## src/hw/rtl/sap_fifo.sv

```systemverilog
// Small register-based queue used between front and back and on the result side.
module sap_fifo #(
   parameter int WIDTH = 8,
   parameter int DEPTH = 2
) (
   input  logic                         clock,
   input  logic                         reset,
   input  logic                         push,
   input  logic [WIDTH-1:0]             push_data,
   output logic                         full,
   input  logic                         pop,
   output logic [WIDTH-1:0]             pop_data,
   output logic                         empty,
   output logic [$clog2(DEPTH+1)-1:0]   count
);

   localparam int PTRW = (DEPTH > 1) ? $clog2(DEPTH) : 1;
   localparam int CW   = $clog2(DEPTH + 1);

   logic [WIDTH-1:0] mem_ff [DEPTH];
   logic [PTRW-1:0]  wr_ptr_ff, wr_ptr_in;
   logic [PTRW-1:0]  rd_ptr_ff, rd_ptr_in;
   logic [CW-1:0]    count_ff, count_in;
   logic             do_push, do_pop;

   assign full     = (count_ff == CW'(DEPTH));
   assign empty    = (count_ff == '0);
   assign count    = count_ff;
   assign pop_data = mem_ff[rd_ptr_ff];
   assign do_push  = push && !full;
   assign do_pop   = pop && !empty;

   // pointer wrap and occupancy
   always_comb begin
      wr_ptr_in = wr_ptr_ff;
      rd_ptr_in = rd_ptr_ff;
      if (do_push) begin
         wr_ptr_in = (wr_ptr_ff == PTRW'(DEPTH - 1)) ? '0 : wr_ptr_ff + 1'b1;
      end
      if (do_pop) begin
         rd_ptr_in = (rd_ptr_ff == PTRW'(DEPTH - 1)) ? '0 : rd_ptr_ff + 1'b1;
      end
      count_in = count_ff + CW'(do_push) - CW'(do_pop);
   end

   always_ff @(posedge clock) begin
      if (reset) begin
         wr_ptr_ff <= '0;
         rd_ptr_ff <= '0;
         count_ff  <= '0;
      end else begin
         wr_ptr_ff <= wr_ptr_in;
         rd_ptr_ff <= rd_ptr_in;
         count_ff  <= count_in;
      end
   end

   // storage
   always_ff @(posedge clock) begin
      if (do_push) begin
         mem_ff[wr_ptr_ff] <= push_data;
      end
   end

endmodule

```

## config.mk

```make
export PLATFORM = sky130hd
export DESIGN_NAME = sap_fifo
export DESIGN_NICKNAME = d
export VERILOG_FILES = /design/src/hw/rtl/sap_fifo.sv
export SDC_FILE = /design/constraint.sdc
export NUM_CORES = 1
export LEC_CHECK = 0
export BUFFER_PORTS_ARGS = -buffer_cell sky130_fd_sc_hd__buf_2
export CELL_PAD_IN_SITES_DETAIL_PLACEMENT = 0
export CELL_PAD_IN_SITES_GLOBAL_PLACEMENT = 1
export CORE_UTILIZATION = 25
export DETAILED_ROUTE_END_ITERATION = 8
export HOLD_SLACK_MARGIN = 0.08
export PLACE_DENSITY_LB_ADDON = 0.05
export SLEW_MARGIN = 5
export SYNTH_ARGS = -nofsm -noshare
export SYNTH_HDL_FRONTEND = slang
export SYNTH_SLANG_ARGS = --single-unit
```

## constraint.sdc

```tcl
create_clock -name clock -period 2.1 [get_ports clock]
set_input_delay 0.21 -clock clock [delete_from_list [all_inputs] [get_ports clock]]
set_output_delay 0.21 -clock clock [all_outputs]
set_load 0.1 [all_outputs]
```

Word level (Yosys, flattened, before mapping)
Memories as Yosys holds them, arrays and structs flattened. A register that Yosys moved wholly into a read port is not among the register bits.
Cells that the tools add are included.
{"block": "word_totals", "register_bits": 4, "ram_bits": 16, "in_bits": 12, "out_inout_bits": 12, "elab_cells": 20, "mem_count": 1}
{"memory": "mem_ff", "depth": 2, "width": 8, "rd": 1, "rd_ports_with_merged_regs": 1, "wr": 1, "line_no": "20", "text": "logic [WIDTH-1:0] mem_ff [DEPTH];"}
{"block": "op_classes", "n_addsub": 4, "eq_ne": 1, "n_mux": 6, "n_reduce_logical": 5}
{"op": "$mux 1", "n": 6}
{"op": "$add 1x1->1 const B", "n": 2}
{"op": "$add 2x1->2", "n": 1}
{"op": "$eq 2x2->1 const B", "n": 1}
{"op": "$logic_and 1x1->1", "n": 2}
{"op": "$logic_not 1->1", "n": 2}
{"op": "$logic_not 2->1", "n": 1}
{"op": "$sub 2x1->2", "n": 1}

Depth between registers and ports, before layout
{"block": "logic_depth", "depth_word": 5, "mapped_depth": 8, "mapped_depth_nobuf": 8}

Worst setup path after synthesis
Ideal clock, no wire load.
{"block": "synth_path", "kind": "reg-to-reg", "from": "register count_ff[0], in the netlist count[0]", "to": "memory mem_ff[0][0], enable pin", "setup_ps": 324, "t_arrival_ps": 2070, "t_required_ps": 1776, "slack_ps": -294, "path_stages_with_launch": 5, "path_buffers": 0, "period_less_slack_ps": 2394, "cell_sequence": "dfxtp_1 -> nand2b_2 -> inv_2 -> or3_1 -> inv_1"}
{"block": "synth_via", "elab_chain_cells": 5}
{"element": "start: declaration", "line_no": "23", "text": "logic [CW-1:0] count_ff, count_in;"}
{"element": "start signal: assignment", "line_no": "54", "text": "count_ff <= count_in;"}
{"element": "$eq 2x2->1", "line_no": "26", "text": "assign full = (count_ff == CW'(DEPTH));"}
{"element": "net full", "line_no": "10", "text": "output logic full,"}
{"element": "$logic_not 1->1", "line_no": "30", "text": "assign do_push = push && !full;"}
{"element": "$logic_and 1x1->1", "line_no": "30"}
{"element": "$mux 1", "line_no": "60", "text": "if (do_push) begin"}
{"element": "$mux 1 (not written as such)", "line_no": "61", "text": "mem_ff[wr_ptr_ff] <= push_data;"}
{"element": "end: declaration", "line_no": "20"}
The timed path passes the listed nets, and every way through them passes these cells.

==> impl_metrics.yaml <==
critical_path:
  crit_arrival_ps: 1560
  critPathMaxStageDelay_ps: 580
  critPathSlowestCell: "dfxtp_1"
  path_cells: "mux2_2, buf_2"
  worstReg2RegEnd: "count[1]"
  critPathRequiredTime_ps: 1890
  r2r_cells: 7
  cp-start-kind: "flop"
  rr_startpoint: "count[1]"
  end_kind: "primary output"
  critPathKind: "flop to primary output"
  worstPathBufferInverterCount: 1
  cp_top_family: "flip-flops"
  reg2reg_slack_ps: 530
  worstPathMaxFanout: 8
sta:
  setup_slack_ps: 332
  worst_clock_skew_ps: 1.89
  fmax_mhz: 566
  setup_violations: 0
  drv_slew: 0
  hold_violations: 0
  slew_headroom_pct: 67.6
  fin_hold_ws_ps: 105
  min_period_ps: 1770
  fin_tns_setup_ps: 0
  fin_crit_sh_pct: 84.2
  tightest_slew_ps: 489
  rsz0062_at_grt: "no"
clock_tree:
  cts_resized: 0
  clock_tree.root_cell: "clkbuf_4"
  clk_pin_slew_ps: 120
  htreeDepth: 1
  cts_inserted_buffers: 3
  cts_buffer_depth: 2
  clock_latency_ps: 300
  cts_tree: "done"
  numClockSinks: 21
synthesis:
  synth_area_leaders: "edfxtp_1, dfxtp_1, mux2_1"
  synth_warnings: 0
  synth-seq-cells: 21
  synth.distinct_cells: 21
  synth_cells: 52
  syn_avg_cell_area_sq_um: 15.6
  yosys.area.top_type: "edfxtp_1"
  synth_area_sq_um: 811
  yosysSeqAreaShare_pct: 71.6
  yosysTopAreaCellShare_pct: 59.3
  synth_nets: 66
route:
  avgRoutedWirePerCell_microns: 11.6
  drc: 0
  drtAntennaViolNets: 0
  initialDrtViolationCount: 5
  avgViaCountPerCell: 3.98
  num_vias: 505
  firstDrtPassIters: 2
  drt_wl_total_mm: 1.48
placed_design:
  postPlaceCellArea_sq_um: 981
  preCtsSetupSlack_ps: 539
  io_buffer_count: 23
  place_congestion: 0.656
layout:
  antennaDiodeCount: 0
  register_area_sq_um: 583
  multi_input_area_sq_um: 213
  nFillCells: 317
  finalInstanceArea_sq_mm: 0.00106
  drive_gt1_share_pct: 44.6
  nNetsFinal: 98
  syn2layout_area_growth_pct: 30.6
hold_path:
  min_to: "mem_ff[1][2]"
  hp-class: "input port to flop"
  worstHoldPathCells: 1
  min-delay-start: "push_data[2]"
die:
  die_x_microns: 59.0
  die_y_microns: 59.0
  die_area_sq_mm: 0.00348
  rows: 20
  core_sq_mm: 0.00305
  pin_count: 24
  start_util_pct: 26.6
grt:
  gr-total-overflow: 0
  grt_pass1_wl_mm: 2.32
  antenna_found_initial: 0
  grt_max_degree: 13
  first_global_vias: 497
  grt_usage_pct: 9.47
status:
  status: "complete, no violations"
flow_run:
  drv_cap: 0
sequential cells by signal (all words and copies together), names as in the netlist, named ones only:
name	flops
rd_ptr_ff	1
count	2
wr_ptr_ff	1
mem_ff	16
through the flow:
stage               util (%)  cells
floorplan                  -     52
global placement        32.1    118
detailed placement      32.1    118
CTS                     33.0    122
global route            34.7    127
finish                  34.7    127
worst register-to-register path: stages, from the launching register on:
cell and delay [ps]:
dfxtp_2 370, o21a_2 230, ha_1 270, inv_1 40, ha_1 180, xor2_1 150, and2_1 150, nor3_1 110
routing by layer:
metal	vias up	GRT usage, %	part of all wire [%]
met5	-	0	0
met4	0	4.08	1.1
met3	2	1.98	4.2
met2	14	15.7	50
met1	242	11.9	44
li1	247	-	-
area by class of cell:
cell class / count / area share, %
Clock buffer: 3 / 2.13
Clock inverter: 1 / 0.473
Inverter: 4 / 1.42
Multi-Input combinational cell: 26 / 20.1
Sequential cell: 21 / 55.1
Tap cell: 44 / 5.20
Timing Repair Buffer: 28 / 15.6
worst max-delay path by stage:
stage	cells after the start	slack (ps)	from	to
finish	2	330	flop	pop_data[1]
global route	2	240	flop	pop_data[1]
CTS	2	290	flop	pop_data[1]
detailed placement	7	540	count[1]	count[1]
global placement	7	540	count[1]	count[1]
floorplan	4	70	count[0]	mem_ff[0][0]
placed cells by master, fill, tap and decap left out, types with 2 or more instances in the layout:
cell / instances
ha_1: 2
inv_1: 3
dfxtp_1: 3
edfxtp_1: 16
buf_2: 23
nor2_1: 3
dfxtp_2: 2
mux2_1: 5
clkbuf_4: 3
dlygate4sd3_1: 5
mux2_2: 3
timing repair:
action	4_1_cts	5_1_grt
hold buffers	0	5
setup buffers	0	0
hold endpoints to repair	0	8
cells in the mapped netlist (all sizes together):
master and count:
ha 2, xnor2 1, and2 1, o21a 1
xor2 1, buf 1, nor2b 1, dfxtp 5
o21ai 1, nor3 1, a21oi 1, nor2 4
mux2 8, and3 1, nand2 1, or3 1
edfxtp 16, inv 4, nand2b 1
cell families (layout without fill, tap and decap cells):
logic type	count (synthesis)	count (layout)	share of synthesized area, %
mux	8	8	11.1
simple gates	11	11	7.25
xor+xnor	2	2	2.16
buf+inv	5	36	2.47
flops	21	21	71.6
fa+ha+maj	2	2	3.09
compound gates	3	3	2.31
Power is not shown: default switching activity piles up to over one toggle a cycle in this logic, so the estimate is an artifact.
