### src/hw/rtl/sap_pkg.sv
// Shared types, constants and the sine magnitude function of the stereo auto-panner.
package sap_pkg;

   // CSR map: register index = paddr[3:2]
   localparam int CSR_ADDR_BITS = 4;
   localparam int CSR_IDX_BITS  = 2;
   localparam logic [CSR_IDX_BITS-1:0] CSR_DRIFT_STEP   = 2'd0;
   localparam logic [CSR_IDX_BITS-1:0] CSR_PHASE_OFFSET = 2'd1;
   localparam logic [CSR_IDX_BITS-1:0] CSR_PAN_LAW_GAIN = 2'd2;
   localparam logic [CSR_IDX_BITS-1:0] CSR_WET_MIX      = 2'd3;

   typedef struct packed {
      logic [31:0] drift_step;
      logic [15:0] phase_offset;
      logic [16:0] pan_law_gain;
      logic [16:0] wet_mix;
   } csr_type;

   // Q1.16 unity and CSR reset values
   localparam int UNITY_BITS = 17;
   localparam logic [UNITY_BITS-1:0] UNITY_Q16 = 17'd65536;
   localparam logic [31:0] DRIFT_RESET  = 32'd0;
   localparam logic [15:0] OFFSET_RESET = 16'd32768;

   // LFO state: phase Q1.32 turns, speed Q19.25, xorshift noise word
   localparam int PHASE_BITS = 33;
   localparam int SPEED_BITS = 44;
   localparam int SPEED_FRAC = 25;
   localparam logic [PHASE_BITS-1:0] ONE_TURN    = 33'h1_0000_0000;
   localparam logic [PHASE_BITS-1:0] PHASE_RESET = 33'd2050695827;
   localparam logic [SPEED_BITS-1:0] SPEED_RESET = 44'd14411518804230;
   localparam logic [SPEED_BITS-1:0] RELOAD_BASE = 44'd14411519;
   localparam logic [23:0]           RELOAD_MUL  = 24'd8906319;
   localparam logic [31:0]           NOISE_SEED  = 32'd2463534242;

   // Fixed-point shifts in the mix path
   localparam int GAIN_FRAC = 14;
   localparam int MIX_FRAC  = 16;
   localparam int OUT_FRAC  = 20;
   localparam int DRY_SHIFT = 4;

   // Queue depths
   localparam int MID_DEPTH      = 2;
   localparam int OUT_DEPTH      = 8;
   localparam int OUT_COUNT_BITS = $clog2(OUT_DEPTH + 1);

   // Front sequencer states
   typedef enum logic [1:0] {
      FR_IDLE,
      FR_MULT,
      FR_UPDATE
   } front_state_type;

   // Q30 sine polynomial coefficients (odd Taylor terms to x^9)
   localparam logic [63:0] SIN_C1 = 64'd1686629713;
   localparam logic [63:0] SIN_C3 = 64'd693598668;
   localparam logic [63:0] SIN_C5 = 64'd85569306;
   localparam logic [63:0] SIN_C7 = 64'd5026995;
   localparam logic [63:0] SIN_C9 = 64'd172272;

   // Sine magnitude in Q1.16 for quarter-wave index idx of a 2^table_bits table.
   // Evaluated at elaboration to fill the ROM.
   function automatic logic [UNITY_BITS-1:0] sine_mag(int table_bits, int idx);
      logic [63:0] x;
      logic [63:0] x2;
      logic [63:0] p;
      logic [63:0] r;
      logic [63:0] m;
      x  = 64'(idx) << (32 - table_bits);
      x2 = (x * x) >> 30;
      p  = SIN_C9;
      p  = SIN_C7 - ((x2 * p) >> 30);
      p  = SIN_C5 - ((x2 * p) >> 30);
      p  = SIN_C3 - ((x2 * p) >> 30);
      p  = SIN_C1 - ((x2 * p) >> 30);
      r  = (x * p) >> 30;
      m  = (r + 64'd8192) >> 14;
      if (m > 64'(UNITY_Q16)) begin
         m = 64'(UNITY_Q16);
      end
      return m[UNITY_BITS-1:0];
   endfunction

endpackage

### src/hw/rtl/sap_front.sv
// Front end: takes sample pairs, advances the LFO phase/speed/noise, queues angles.
module sap_front #(
   parameter int SAMPLE_BITS     = 24,
   parameter int SINE_TABLE_BITS = 10
) (
   input  logic                                        clock,
   input  logic                                        reset,
   input  sap_pkg::csr_type                            csr,
   input  logic                                        push,
   output logic                                        full,
   input  logic signed [SAMPLE_BITS-1:0]               left_in,
   input  logic signed [SAMPLE_BITS-1:0]               right_in,
   output logic                                        q_push,
   output logic [2*SAMPLE_BITS+2*SINE_TABLE_BITS-1:0]  q_data,
   input  logic                                        q_full
);

   localparam int S    = SAMPLE_BITS;
   localparam int B    = SINE_TABLE_BITS;
   localparam int PB   = sap_pkg::PHASE_BITS;
   localparam int SB   = sap_pkg::SPEED_BITS;
   localparam int SF   = sap_pkg::SPEED_FRAC;
   localparam int HIW  = SB - SF;          // integer part of speed
   localparam int PHW  = HIW + 32;         // high partial product
   localparam int PLW  = SF + 32;          // low partial product
   localparam int INCW = PHW + 1;          // increment / new phase sum
   localparam int RLW  = 32 + 24;          // reload product
   localparam int RKW  = RLW - 31;         // reload product above bit 30

   sap_pkg::front_state_type state_ff, state_in;

   logic [PB-1:0]  phase_ff, phase_in;
   logic [SB-1:0]  speed_ff, speed_in;
   logic [31:0]    noise_ff, noise_in;
   logic [S-1:0]   left_ff, right_ff;
   logic [PHW-1:0] prod_hi_ff;
   logic [31:0]    prod_lo_ff;
   logic [RKW-1:0] reload_ff;

   logic           accept;
   logic           advance;
   logic [PLW-1:0] prod_lo_full;
   logic [RLW-1:0] reload_full;
   logic [INCW-1:0] inc, phase_sum;
   logic           wrap;
   logic [RKW:0]   reload_rnd;
   logic [31:0]    nx1, nx2;
   logic [31:0]    angle_l, angle_r;

   assign accept  = push && !full;
   assign advance = (state_ff == sap_pkg::FR_UPDATE) && !q_full;

   // next state
   always_comb begin
      state_in = state_ff;
      case (state_ff)
         sap_pkg::FR_IDLE: begin
            if (accept) state_in = sap_pkg::FR_MULT;
         end
         sap_pkg::FR_MULT: begin
            state_in = sap_pkg::FR_UPDATE;
         end
         sap_pkg::FR_UPDATE: begin
            if (!q_full) state_in = accept ? sap_pkg::FR_MULT : sap_pkg::FR_IDLE;
         end
         default: begin
            state_in = sap_pkg::FR_IDLE;
         end
      endcase
   end

   // handshake outputs; a new pair may enter in the cycle the previous one is queued
   always_comb begin
      full   = 1'b1;
      q_push = 1'b0;
      case (state_ff)
         sap_pkg::FR_IDLE: begin
            full = 1'b0;
         end
         sap_pkg::FR_MULT: begin
            full = 1'b1;
         end
         sap_pkg::FR_UPDATE: begin
            full   = q_full;
            q_push = !q_full;
         end
         default: begin
            full = 1'b1;
         end
      endcase
   end

   // phase increment = speed * drift, split at the binary point
   assign prod_lo_full = PLW'(speed_ff[SF-1:0]) * PLW'(csr.drift_step);
   assign reload_full  = RLW'(noise_ff) * RLW'(sap_pkg::RELOAD_MUL);

   always_ff @(posedge clock) begin
      prod_hi_ff <= PHW'(speed_ff[SB-1:SF]) * PHW'(csr.drift_step);
      prod_lo_ff <= prod_lo_full[PLW-1:SF];
      reload_ff  <= reload_full[RLW-1:31];
      if (accept) begin
         left_ff  <= left_in;
         right_ff <= right_in;
      end
   end

   // phase advance with wrap; speed reload rounds the noise product
   always_comb begin
      inc        = INCW'(prod_hi_ff) + INCW'(prod_lo_ff);
      phase_sum  = inc + INCW'(phase_ff);
      wrap       = phase_sum > INCW'(sap_pkg::ONE_TURN);
      reload_rnd = {1'b0, reload_ff} + 1'b1;
      phase_in   = wrap ? '0 : phase_sum[PB-1:0];
      speed_in   = wrap ? sap_pkg::RELOAD_BASE + SB'(reload_rnd[RKW:1]) : speed_ff;
      nx1        = noise_ff ^ (noise_ff << 13);
      nx2        = nx1 ^ (nx1 >> 17);
      noise_in   = nx2 ^ (nx2 << 5);
      angle_l    = phase_in[31:0];
      angle_r    = angle_l + {csr.phase_offset, 16'b0};
   end

   assign q_data = {left_ff, right_ff, angle_l[31:32-B], angle_r[31:32-B]};

   always_ff @(posedge clock) begin
      if (reset) begin
         state_ff <= sap_pkg::FR_IDLE;
         phase_ff <= sap_pkg::PHASE_RESET;
         speed_ff <= sap_pkg::SPEED_RESET;
         noise_ff <= sap_pkg::NOISE_SEED;
      end else begin
         state_ff <= state_in;
         if (advance) begin
            phase_ff <= phase_in;
            speed_ff <= speed_in;
            noise_ff <= noise_in;
         end
      end
   end

   // phase never rests beyond one turn
   a_phase_range: assert property (@(posedge clock) disable iff (reset)
      phase_ff <= sap_pkg::ONE_TURN)
      else $error("LFO phase beyond one turn");

   // xorshift from a nonzero seed never reaches zero
   a_noise_nonzero: assert property (@(posedge clock) disable iff (reset)
      noise_ff != '0)
      else $error("noise word collapsed to zero");

   // a blocked update holds the LFO state
   a_stall_holds: assert property (@(posedge clock) disable iff (reset)
      (state_ff == sap_pkg::FR_UPDATE && q_full)
      |=> (state_ff == sap_pkg::FR_UPDATE && $stable(phase_ff) && $stable(noise_ff)))
      else $error("LFO state moved while queue full");

endmodule

### config.mk
export PLATFORM = sky130hd
export DESIGN_NAME = sap_front
export DESIGN_NICKNAME = d
export VERILOG_FILES = /design/src/hw/rtl/sap_pkg.sv /design/src/hw/rtl/sap_front.sv
export SDC_FILE = /design/constraint.sdc
export NUM_CORES = 2
export LEC_CHECK = 0
export ABC_AREA = 1
export BUFFER_PORTS_ARGS = -buffer_cell sky130_fd_sc_hd__clkbuf_2
export CORE_MARGIN = 3
export CORE_UTILIZATION = 67
export DETAILED_ROUTE_END_ITERATION = 10
export PLACE_DENSITY = 0.95
export SYNTH_ARGS = -nofsm -noshare
export SYNTH_HDL_FRONTEND = slang
export SYNTH_SLANG_ARGS = --single-unit
### constraint.sdc
create_clock -name clock -period 16.2 [get_ports clock]
set_input_delay 0 -clock clock [delete_from_list [all_inputs] [get_ports clock]]
set_output_delay 0 -clock clock [all_outputs]
set_load 0.01 [all_outputs]
# [After elaboration in Yosys (flattened, before gate mapping)]
# Cells that the tools add are included.
[totals] regBits=267 in_bits=134 out_inout_bits=70 word_cells=39
[classes] n_addsub=5 mul=3 magnitude_cmp=1 n_eq_ne=4 n_mux=7 n_bitwise=3 n_reduce_logical=7
[op_table] op="$xor A32 B32 Y32" n=2
[op_table] op="$mul A25 B32 Y57" n=1
[op_table] op="$mul A32 B24 Y56 const B" n=1
[op_table] op="$add A51 B32 Y52" n=1
[op_table] op="$add A52 B33 Y52" n=1
[op_table] op="$gt A52 B33 Y1 const B" n=1
[op_table] op="$mul A19 B32 Y51" n=1
[op_table] op="$mux W33" n=1
[op_table] op="$add A32 B32 Y32" n=1
[op_table] op="$xor A32 B15 Y32" n=1
[op_table] op="$add A24 B25 Y26 const A" n=1
[op_table] op="$add A25 B1 Y26 const B" n=1
[op_table] op="$pmux W2 S3" n=1
[op_table] op="$mux W2" n=2
[op_table] op="$ne A2 B2 Y1 const B" n=2
[op_table] op="$reduce_and A2 Y1" n=2
[op_table] op="$eq A2 B1 Y1 const B" n=1
[op_table] op="$eq A2 B2 Y1 const B" n=1
[op_table] op="$logic_and A1 B1 Y1" n=2
[op_table] op="$logic_not A1 Y1" n=2
[op_table] op="$logic_not A2 Y1" n=1
[op_table] op="$mux W1" n=2
[op_table] op="$pmux W1 S2" n=1

# [Longest topological paths before layout]
[depth] depth_word=7 ltp_mapped=36 mapped_depth_nobuf=34

# [Least setup slack after synthesis]
# Ideal clock, no wire load.
[synth_path] kind="register to register" startpoint="reg speed_ff[4]" endpoint="reg prod_lo_ff[29]" setup_time_ps=125 arrival_time_ps=6263 required_ps=16075 setup_slack_ps=9812 stages_incl_launch_ff=33 cell_sequence="dfxtp_1 clkbuf_1 clkbuf_1 nand2_1 fa_1 inv_1 fa_1 inv_1 fa_1 inv_1 fa_1 inv_1 fa_1 inv_1 fa_1 inv_1 fa_1 inv_1 ha_1 nand2_1 nor2_1 nand2_1 nor4_1 a21oi_1 inv_1 nand2_1 nand2_1 nand2_1 nand2_1 nand2_1 o21ai_0 a31oi_1 xor2_1"
[synth_via] elab_chain_len=1
[synth_rtl] item="from (decl)" line="sap_front.sv:33" source="logic [SB-1:0] speed_ff, speed_in;"
[synth_rtl] item="from (signal assigned)" line="sap_front.sv:128" source="speed_ff <= sap_pkg::SPEED_RESET;"
[synth_rtl] item="from (signal assigned)" line="sap_front.sv:134" source="speed_ff <= speed_in;"
[synth_rtl] item="$mul A25 B32 Y57" line="sap_front.sv:94" source="assign prod_lo_full = PLW'(speed_ff[SF-1:0]) * PLW'(csr.drift_step);"
[synth_rtl] item="net prod_lo_full[54]" line="sap_front.sv:42" source="logic [PLW-1:0] prod_lo_full;"
[synth_rtl] item="to (signal assigned)" line="sap_front.sv:99" source="prod_lo_ff <= prod_lo_full[PLW-1:SF];"
[synth_rtl] item="to (decl)" line="sap_front.sv:37" source="logic [31:0] prod_lo_ff;"
# The timed path passes the listed nets, and every way through them passes these cells.
# A chain may end at the register's enable or synchronous reset.

# [Final worst setup path]
[layout_path] startpoint="reg speed_ff[4]" endpoint="reg prod_lo_ff[16]"
# The elaborated chain is that of the path after synthesis.

==> reports/metrics.cfg <==
[detailed_routing]
vias = 53000
dr.pass1.iters = 9
wl_per_cell_um = 21.0
final_antenna_net_count = 0
wirelength_mm = 191
vias_per_cell = 5.83
drc = 0
drt-initial-drc-count = 4873

[clock_tree]
path_clk_slew_ps = 70
tritoncts = built
cts_hold_buf = 56
cts_made_buffers = 29
clock-sinks = 250
cts_resized = 0
clockBufferDepth = 3
post-cts-setup-buffers = 0
ctsHtreeMaxLevel = 1
root_buffer = clkbuf_16
clock_latency_ps = 610

[placed_design]
portBuffers = 169
gp_congestion = 0.989
placed_cells = 8974
dpl.hpwl_mm = 152
place_ws_ps = 8760

[min_path]
whs_path_depth = 2
hp-start = left_in[17]
whs_endpoint = left_ff[17]
min_path_type = input pin to flop

[worst_setup_path]
r2r_setup_slack_ps = 8520
arrival_ps = 8130
path_max_fanout = 33
r2r-start = speed_ff[4]
reg2reg_to = prod_lo_ff[16]
cp_top_family = adder cells
endpoint_kind = flop
cp.required_ps = 16640
reg2reg_depth = 25
startpoint_type = flop
critPathSlowestCell = dfxtp_2
crit_type = flop to flop
critical-path-max-stage-delay_ps = 990
crit_buf_inv = 7

[yosys]
yosysWarnings = 0
postSynth.topFlopCell = dfxtp_1
yosys.area.top_type = fa_1
async_reset_ff_share_pct = 0
synth_area_leaders = fa_1 (40%), ha_1 (15%), inv_1 (13%)
ys_seq_area_share_pct = 8.58
yosysTopAreaCellShare_pct = 40.2
netlist_instances = 7764
synth_edf_count = 48
syn_area_um2 = 63900
synth.ff_latch_count = 250
synth_nets = 9924
ys_types = 60
synth_area_per_cell_um2 = 8.24

[outcome]
status = completed

[sta]
layout_setup_ws_ps = 8520
skew_ps = 18.0
hold_violations = 0
fin_crit_ps = 7680
final_max_slew_viol_count = 0
worst_pin_slew_ps = 1160
relSlewSlack_pct = 22.9
holdWs_ps = 93.8
rsz0062_at_grt = no
setup_viol = 0
period_share_pct = 47.4
tns_ps = 0
timing.fmax_mhz = 130

[global_route]
grt_overflow = 0
antenna_found_initial = 5
grt_usage_pct = 39.3
grt_pass1_wl_mm = 302
grt_pass1_vias = 58200
grt_max_degree = 67

[finish]
final_net_count = 9967
drive_gt1_share_pct = 4.34
layout_commonest_cell = inv_1
area_growth_pct = 4.96
layout_common_cells = inv_1 (2208), nand2_1 (1637), fa_1 (1284)
final-instance-count-excl-fill = 9083

[floorplanning]
start_util_pct = 68.0
die_height_um = 315
placeableCoreArea_um2 = 94000
rows = 112
die_x_um = 315
fp.dieArea_um2 = 99200
io_pins = 204

[run]
timing.max_cap.violations = 0

through the flow:
stage               util [%]  area (um^2)
floorplan                  -        63900
global placement        69.8        65600
detailed placement      69.8        65600
CTS                     71.4        67100
global route            71.4        67100
finish                  71.4        67100
synthesized netlist by cell type, types with 18 or more instances:
library cell	count
a21oi_1	287
a31oi_1	42
buf_4	21
clkbuf_1	219
dfxtp_1	202
edfxtp_1	48
fa_1	1284
ha_1	742
inv_1	2210
nand2_1	1637
nand3_1	125
nand4_1	43
nor2_1	309
nor3_1	32
o21a_1	18
o21ai_0	148
xnor2_1	71
xor2_1	129
registers in the layout (all words and copies together), names as in the netlist:
register and count:
left_ff 24, state_ff 2, prod_hi_ff 51, prod_lo_ff 32, speed_ff 27, phase_ff 33
right_ff 24, noise_ff 32, reload_ff 25
worst register-to-register path, delay by kind of cell (launching register included):
family,cells,cell delay (ps)
AND/OR/NAND/NOR,3,410
adder cells (fa/ha/maj),8,3860
flip-flops,1,990
XOR/XNOR,1,430
buffers and inverters,7,400
AO/OA/AOI/OAI,6,1400
routing by layer:
layer / vias up / share of wire (%) / global-route usage (%)
li1: 22900 / - / -
met1: 25300 / 34 / 45.6
met2: 3422 / 47 / 63.8
met3: 1423 / 11 / 9.72
met4: 4 / 9.2 / 28.1
met5: - / 0.013 / 0
how the worst max path moves through the flow:
stage                     slack [ps]        endpoint        start  cells past startpoint
after global placement          8920  prod_lo_ff[16]  speed_ff[4]                     25
after CTS                       8750  prod_lo_ff[16]  speed_ff[4]                     23
after detailed placement        8760  prod_lo_ff[16]  speed_ff[4]                     23
final                           8520  prod_lo_ff[16]  speed_ff[4]                     25
after floorplan                 9810  prod_lo_ff[29]  speed_ff[4]                     32
after global routing            8320  prod_lo_ff[16]  speed_ff[4]                     23
logic make-up after synthesis:
family	share of synthesized area [%]
DFF	8.58
adders and majority gates	54.7
buffers and inverters	14.7
and+or+nand+nor	14.1
AOI/OAI and AO/OA	5.13
xor gates and xnor gates	2.79
area by class of cell:
type                            instances  area (um^2)
Clock inverter                         15          154
Fill cell                            6604        26900
Sequential cell                       250         5510
Antenna cell                            1         2.50
Multi-Input combinational cell       5043        49100
Timing Repair Buffer                  264         1700
Tap cell                             1254         1570
Clock buffer                           37          787
Inverter                             2219         8330
Power is left out: the tool's default activity adds up to more than one toggle a clock period on the data nets, which glitch-free logic cannot reach.
